--- config.mk ---
export PLATFORM = sky130hd
export DESIGN_NAME = depth_pixel_colorizer
export DESIGN_NICKNAME = d
export VERILOG_FILES = /design/src/rtl/dpc_pkg.sv /design/src/rtl/dpc_ratio.sv /design/src/rtl/depth_pixel_colorizer.sv
export SDC_FILE = /design/constraint.sdc
export NUM_CORES = 2
export LEC_CHECK = 0
export BUFFER_PORTS_ARGS = -buffer_cell sky130_fd_sc_hd__buf_2
export CORE_UTILIZATION = 50
export CTS_CLUSTER_DIAMETER = 40
export DETAILED_ROUTE_END_ITERATION = 7
export PLACE_DENSITY = 0.72
export SLEW_MARGIN = 20
export SYNTH_ARGS = -nofsm -noshare
export SYNTH_HDL_FRONTEND = slang
export SYNTH_HIERARCHICAL = 1
export SYNTH_SLANG_ARGS = --single-unit
--- constraint.sdc ---
create_clock -name clk -period 5.8 [get_ports clk]
set_input_delay 0.29 -clock clk [delete_from_list [all_inputs] [get_ports clk]]
set_output_delay 0.29 -clock clk [all_outputs]
set_load 0.05 [all_outputs]
--- src/rtl/dpc_pkg.sv ---
// ----------------------------------------------------------------------------
// dpc_pkg: shared types and constants of the depth pixel colorizer
// Default depth window, fixed field widths and the stage records.
// ----------------------------------------------------------------------------
package dpc_pkg;

	localparam int unsigned NEAR_DEPTH_DEF = 800;
	localparam int unsigned DEPTH_SPAN_DEF = 3200;

	localparam int unsigned NUM_PLAYERS = 7;
	localparam int unsigned DEPTH_W     = 13;
	localparam int unsigned DIFF_W      = 14;
	localparam int unsigned RATIO_W     = 16;
	localparam int unsigned Q_FRAC      = 14;
	localparam int unsigned CH_W        = 8;

	localparam logic [CH_W-1:0] CH_MAX = 8'hff;

	// Register indexes of the configuration port.
	typedef enum logic [2:0] {
		REG_PLAYER_COLOR_1 = 3'd0,
		REG_PLAYER_COLOR_2 = 3'd1,
		REG_PLAYER_COLOR_3 = 3'd2,
		REG_PLAYER_COLOR_4 = 3'd3,
		REG_PLAYER_COLOR_5 = 3'd4,
		REG_PLAYER_COLOR_6 = 3'd5,
		REG_PLAYER_COLOR_7 = 3'd6
	} dpc_reg_t;

	// Payload that travels beside the ratio computation.
	typedef struct packed {
		logic [15:0]     word;
		logic [CH_W-1:0] red;
		logic [CH_W-1:0] green;
		logic [CH_W-1:0] blue;
		logic            scale;
	} dpc_item_t;

	// Load enables of the stages inside the ratio unit.
	typedef struct packed {
		logic s2;
		logic s3;
		logic s4;
	} dpc_adv_t;

endpackage

--- src/rtl/dpc_ratio.sv ---
// ----------------------------------------------------------------------------
// dpc_ratio: depth ratio in unsigned Q2.14
// Computes min(floor(diff * 2^14 / span), 65535) over three stages by a
// reciprocal multiply, a remainder check and a one-step correction.
// ----------------------------------------------------------------------------
module dpc_ratio import dpc_pkg::*; #(
	parameter int unsigned DEPTH_SPAN = DEPTH_SPAN_DEF
) (
	input  logic               clk,
	input  dpc_adv_t           adv,
	input  logic [DIFF_W-1:0]  diff_s1,
	output logic [RATIO_W-1:0] ratio_s4
);

	localparam int unsigned SPAN_EFF = (DEPTH_SPAN == 0) ? 1 : DEPTH_SPAN;
	localparam int unsigned RECIP_SH = 30;
	localparam int unsigned RECIP_W  = RECIP_SH + 1;
	localparam logic [RECIP_W-1:0] RECIP =
		RECIP_W'((64'd1 << RECIP_SH) / SPAN_EFF);
	localparam int unsigned PROD_W   = DIFF_W + RECIP_W;
	localparam int unsigned QEST_LSB = RECIP_SH - Q_FRAC;
	localparam int unsigned QEST_W   = PROD_W - QEST_LSB;
	// The remainder is below twice the span, so 15 bits hold it exactly.
	localparam int unsigned REM_W    = DEPTH_W + 2;
	localparam logic [DEPTH_W-1:0] SPAN_C = DEPTH_W'(SPAN_EFF);

	logic [PROD_W-1:0]  prod_s2;
	logic [DIFF_W-1:0]  diff_s2;
	logic [QEST_W-1:0]  qest_s3;
	logic [REM_W-1:0]   rem_s3;

	logic [QEST_W-1:0]  qest_c;
	logic [REM_W-1:0]   num_lo_c;
	logic [REM_W-1:0]   back_c;
	logic [QEST_W:0]    q_c;

	assign qest_c   = prod_s2[PROD_W-1:QEST_LSB];
	assign num_lo_c = {diff_s2[0], {Q_FRAC{1'b0}}};
	assign back_c   = REM_W'(qest_c[REM_W-1:0] * SPAN_C);
	assign q_c      = {1'b0, qest_s3} + ((rem_s3 >= REM_W'(SPAN_C)) ? 1'b1 : 1'b0);

	always_ff @(posedge clk) begin
		if (adv.s2) begin
			prod_s2 <= diff_s1 * RECIP;
			diff_s2 <= diff_s1;
		end
		if (adv.s3) begin
			qest_s3 <= qest_c;
			rem_s3  <= num_lo_c - back_c;
		end
		if (adv.s4) begin
			if (q_c > (QEST_W+1)'({RATIO_W{1'b1}})) begin
				ratio_s4 <= {RATIO_W{1'b1}};
			end else begin
				ratio_s4 <= q_c[RATIO_W-1:0];
			end
		end
	end

endmodule

--- src/rtl/depth_pixel_colorizer.sv ---
// The result passes six register stages, s1 to s6, and leaves registered in s6.
// Throughput: one item per cycle while out_ready is high; each stage holds its
// item while the stage after it is full and stalled, so bubbles are squeezed out.
// Reset clears all stage valid bits and the seven player color registers.
// Configuration writes are always ready and take effect on the next item.
// ----------------------------------------------------------------------------
// depth_pixel_colorizer: player colors for packed depth pixels
// Passes the pixel word through and gives a gray or player color, scaled by
// a depth ratio when the player's intensity flag is set.
// ----------------------------------------------------------------------------
module depth_pixel_colorizer import dpc_pkg::*; #(
	parameter int unsigned NEAR_DEPTH = NEAR_DEPTH_DEF,
	parameter int unsigned DEPTH_SPAN = DEPTH_SPAN_DEF
) (
	input  logic        clk,
	input  logic        arst_n,
	input  logic        cfg_valid,
	output logic        cfg_ready,
	input  logic [2:0]  cfg_index,
	input  logic [31:0] cfg_data,
	input  logic        in_valid,
	output logic        in_ready,
	input  logic [15:0] pixel_word,
	output logic        out_valid,
	input  logic        out_ready,
	output logic [15:0] depth_word,
	output logic [2:0]  player_index,
	output logic [7:0]  red,
	output logic [7:0]  green,
	output logic [7:0]  blue,
	output logic [7:0]  alpha
);

	localparam int unsigned SPAN_EFF = (DEPTH_SPAN == 0) ? 1 : DEPTH_SPAN;
	localparam logic [DIFF_W-1:0] FAR_END = DIFF_W'(NEAR_DEPTH + SPAN_EFF);
	localparam int unsigned SP_W = RATIO_W + CH_W;

	logic [31:0] color_q [NUM_PLAYERS];

	logic v1_s1, v2_s2, v3_s3, v4_s4, v5_s5, v6_s6;
	logic adv1, adv2, adv3, adv4, adv5, adv6;
	dpc_adv_t ratio_adv;

	dpc_item_t item_c, item_s1, item_s2, item_s3, item_s4, item_s5;
	logic [DIFF_W-1:0] diff_c, diff_s1;
	logic [RATIO_W-1:0] ratio_s4;
	logic [SP_W-1:0] prod_r_s5, prod_g_s5, prod_b_s5;

	logic [DEPTH_W-1:0] depth_c;
	logic [2:0] player_c;
	logic [31:0] color_c;

	// Each stage loads when it is empty or its content moves on.
	assign adv6 = !v6_s6 || out_ready;
	assign adv5 = !v5_s5 || adv6;
	assign adv4 = !v4_s4 || adv5;
	assign adv3 = !v3_s3 || adv4;
	assign adv2 = !v2_s2 || adv3;
	assign adv1 = !v1_s1 || adv2;

	assign in_ready  = adv1;
	assign cfg_ready = 1'b1;
	assign ratio_adv = '{s2: adv2, s3: adv3, s4: adv4};

	always_ff @(posedge clk or negedge arst_n) begin
		if (!arst_n) begin
			for (int i = 0; i < NUM_PLAYERS; i++) begin
				color_q[i] <= '0;
			end
		end else if (cfg_valid) begin
			case (cfg_index)
				REG_PLAYER_COLOR_1: color_q[0] <= cfg_data;
				REG_PLAYER_COLOR_2: color_q[1] <= cfg_data;
				REG_PLAYER_COLOR_3: color_q[2] <= cfg_data;
				REG_PLAYER_COLOR_4: color_q[3] <= cfg_data;
				REG_PLAYER_COLOR_5: color_q[4] <= cfg_data;
				REG_PLAYER_COLOR_6: color_q[5] <= cfg_data;
				REG_PLAYER_COLOR_7: color_q[6] <= cfg_data;
				default: ;
			endcase
		end
	end

	assign depth_c  = pixel_word[15:3];
	assign player_c = pixel_word[2:0];
	assign diff_c   = (FAR_END >= {1'b0, depth_c}) ? FAR_END - {1'b0, depth_c}
	                                               : {1'b0, depth_c} - FAR_END;

	always_comb begin
		color_c = '0;
		if (player_c != 3'd0) begin
			color_c = color_q[player_c - 3'd1];
		end
		item_c.word = pixel_word;
		if (player_c == 3'd0) begin
			// Gray is the low byte of depth >> 4.
			item_c.red   = pixel_word[14:7];
			item_c.green = pixel_word[14:7];
			item_c.blue  = pixel_word[14:7];
			item_c.scale = 1'b0;
		end else begin
			item_c.red   = color_c[7:0];
			item_c.green = color_c[15:8];
			item_c.blue  = color_c[23:16];
			item_c.scale = (color_c[31:24] != 8'd0);
		end
	end

	always_ff @(posedge clk or negedge arst_n) begin
		if (!arst_n) begin
			v1_s1 <= 1'b0;
			v2_s2 <= 1'b0;
			v3_s3 <= 1'b0;
			v4_s4 <= 1'b0;
			v5_s5 <= 1'b0;
			v6_s6 <= 1'b0;
		end else begin
			if (adv1) v1_s1 <= in_valid;
			if (adv2) v2_s2 <= v1_s1;
			if (adv3) v3_s3 <= v2_s2;
			if (adv4) v4_s4 <= v3_s3;
			if (adv5) v5_s5 <= v4_s4;
			if (adv6) v6_s6 <= v5_s5;
		end
	end

	dpc_ratio #(
		.DEPTH_SPAN (DEPTH_SPAN)
	) u_ratio (
		.clk      (clk),
		.adv      (ratio_adv),
		.diff_s1  (diff_s1),
		.ratio_s4 (ratio_s4)
	);

	function automatic logic [CH_W-1:0] sat_channel(input logic [SP_W-1:0] p);
		logic [SP_W-Q_FRAC-1:0] v;
		v = p[SP_W-1:Q_FRAC];
		return (v > (SP_W-Q_FRAC)'(CH_MAX)) ? CH_MAX : v[CH_W-1:0];
	endfunction

	always_ff @(posedge clk) begin
		if (adv1) begin
			item_s1 <= item_c;
			diff_s1 <= diff_c;
		end
		if (adv2) item_s2 <= item_s1;
		if (adv3) item_s3 <= item_s2;
		if (adv4) item_s4 <= item_s3;
		if (adv5) begin
			item_s5   <= item_s4;
			prod_r_s5 <= ratio_s4 * item_s4.red;
			prod_g_s5 <= ratio_s4 * item_s4.green;
			prod_b_s5 <= ratio_s4 * item_s4.blue;
		end
		if (adv6) begin
			depth_word   <= item_s5.word;
			player_index <= item_s5.word[2:0];
			if (item_s5.scale) begin
				red   <= sat_channel(prod_r_s5);
				green <= sat_channel(prod_g_s5);
				blue  <= sat_channel(prod_b_s5);
			end else begin
				red   <= item_s5.red;
				green <= item_s5.green;
				blue  <= item_s5.blue;
			end
		end
	end

	assign out_valid = v6_s6;
	assign alpha     = CH_MAX;

endmodule

==> run metrics <==
outcome=finished clean; Yosys top cell by area=edfxtp_1; Yosys cell types=81; Syn-to-layout area delta=13.9%; die height=278 µm; maximum clock rate=0.181 GHz; DRT iter0 DRCs=roughly 1200; CTS root buf=clkbuf_16; die footprint=about 0.077 mm²; Routability Congestion=~0.9; DRT antenna net count=0; FP Rows=100; CTS buffer count=between 80 and 90; IO buf count=100; vias per cell=around 5.3; min Tclk post-route=5.52 ns; pin count of the biggest net entering global routing=134; buffer depth of the longest clock path=3; HP Class=input port to flip-flop; mapped cell area=around 0.038 mm²; Synth Register Bits=576; Die Width=278 µm; Slew @ Worst Pin=0.988 ns; RSZ-0062 raised after global routing=no; critical path depth=17; Ys Warns=6; NumNets Final=slightly below 4000; placed insts=4097; H-tree depth=3; Final Hold Fails=0; Syn Inst Count=3095; Post-synth EDFFs=about 350; final period utilization=95.2%; Worst Skew=0.0748 ns; critical setup path kind=flip-flop to flip-flop; max cap viols=0; Core Footprint=0.0748 mm²; total global routing track utilization=between 20% and 30%; Critical Path Sink Type=flip-flop; Setup-failing EPs final=0; Clk Latency, worst-skew pair=0.67 ns; Worst-path clk slew=0.05 ns; WL/cell=between 15 and 20 µm; top cell type's share of synthesized area=27.4%; final wirelength=78.1 mm; WHS Path Cells=3; Worst Setup Start Kind=flip-flop; first-pass iteration count of the detailed router=5; Final Non-Filler Cells=4310; Largest stage delay, worst path=0.59 ns; hold slack=0.0863 ns; Post-Syn Area per Cell=~12 µm²; most common cell after layout, fill and taps aside=inv_1; grt total ovfl=0; number of global-route vias before repair=about 24000; final slew viol count=0; dominant cells by area after synthesis=edfxtp_1 (27%), fa_1 (17%), dfrtp_1 (15%), ha_1 (8.7%), mux2_2 (6.5%); Critical Path Fanout Max=6; CTS tree=done; headroom to the max-slew limit=34.1%; most frequent cells in the layout=inv_1 (401), edfxtp_1 (346), fa_1 (327); WP buf/inv=4; Critical Path, Cell by Cell=fa_1 -> inv_1 -> fa_1 -> inv_1 -> fa_1 -> fa_1 -> inv_1 -> fa_1 -> inv_1 -> ha_1 -> ha_1 -> a21oi_1 -> o221ai_1 -> a41o_1 -> a22oi_2 -> nor3_1 -> or3b_1; Clock Sinks=between 500 and 600; register area=0.0161 mm²; R2R cell count=17; RR Endpoint=u_ratio/prod_s2[32]; DRC=0; Worst path slowest cell=fa_1; Synth Flop Type=edfxtp_1; layout cells sized above 1=18.0%; TNS Setup=0 ns; DP HPWL=54.8 mm; Worst R2R Setup Slack=around 0.28 ns; initial antenna violation count=4; sequential fraction of the synthesis area=42.5%; WP data required=6.18 ns; cell family with most CP delay=adder cells; Endpoint, Worst Hold=out_valid; via count=approximately 23000; Hold Path Origin=out_ready; worst reg2reg startpoint=diff_s1[4]; data arrival time of the worst path=about 5.9 ns; area of the multi-input gates=0.0198 mm²; most frequent CP cell=fa_1; Ports=110; starting density of the core=50.7%; CP startpoint=diff_s1[4]; first-pass GRT wire length=128 mm; # fillers=6052; fraction of registers with async set/reset=approximately two fifths
final cells by class:
| cell class | instances | area share (%) |
|---|---|---|
| Multi-Input combinational cell | 1990 | 45.7 |
| Sequential cell | 576 | 37.3 |
| Clock buffer | 95 | 5.27 |
| Inverter | 405 | 3.52 |
| Timing Repair Buffer | 206 | 3.36 |
| Tap cell | 969 | 2.80 |
| Clock inverter | 67 | 1.94 |
| Antenna cell | 2 | 0.0116 |
layer usage:
layer / share of wire (%) / track usage [%]
met5: 0.029 / 0
met3: 5.5 / 4.12
met1: 45 / 28.5
met4: 2.7 / 6.87
met2: 47 / 33.9
Yosys cell counts (all sizes together) (25+ instances only):
cell / number
inv: 404
edfxtp: 346
fa: 327
and2: 315
ha: 264
dfrtp: 230
mux2: 224
nor2: 140
nand2: 139
a21oi: 127
clkbuf: 84
o21ai: 69
xnor2: 50
buf: 48
xor2: 32
mux2i: 26
nand3: 25
how the worst max path moves through the flow:
stage,endpoint
finish,u_ratio/prod_s2[32]
CTS,u_ratio/prod_s2[32]
detailed placement,u_ratio/prod_s2[32]
floorplan,u_ratio/prod_s2[26]
global placement,u_ratio/prod_s2[32]
global route,u_ratio/prod_s2[32]
sequential cells by signal, summed over array words and instances, names as in the netlist, 16 cells and up:
| name | count |
|---|---|
| depth_word | 16 |
| u_ratio/prod_s2 | 18 |
| u_ratio/qest_s3 | 17 |
| item_s5 | 41 |
| item_s2 | 41 |
| color_q | 224 |
| item_s1 | 41 |
| u_ratio/ratio_s4 | 16 |
| item_s4 | 41 |
| item_s3 | 41 |
logic make-up (layout without fill, tap and decap cells):
group / Yosys count / after routing / synth area share, %
adders and majority gates: 591 / 591 / 26.0
other: 1 / 11 / 0.00988
DFF: 576 / 576 / 42.5
and+or+nand+nor: 729 / 729 / 10.2
xor gates and xnor gates: 82 / 82 / 1.89
muxes: 274 / 274 / 8.79
AOI/OAI and AO/OA: 305 / 305 / 5.04
buffers and inverters: 537 / 773 / 5.57
worst min-delay path: stages:
cell and delay (ns):
buf_2 0.08, nor2b_1 0.06, or2_2 0.27
per-stage QoR:
stage	instance area, µm²	setup WS, ns	util (%)
after global routing	43200	0.0391	57.8
final	43200	0.276	57.8
after CTS	43200	0.150	57.8
after floorplan	38000	0.488	-
after detailed placement	39600	0.143	52.9
after global placement	39600	0.290	52.9
repair_timing:
| item | 4_1_cts | 5_1_grt |
|---|---|---|
| resized for setup | 0 | 1 |
| hold buffers | 49 | 0 |
| setup endpoints to repair | 0 | 1 |
| buffers inserted | 0 | 0 |
| hold endpoints to repair | 337 | 0 |
Power is left out: the tool's default activity adds up to more than one toggle a clock period on the data nets, which glitch-free logic cannot reach.
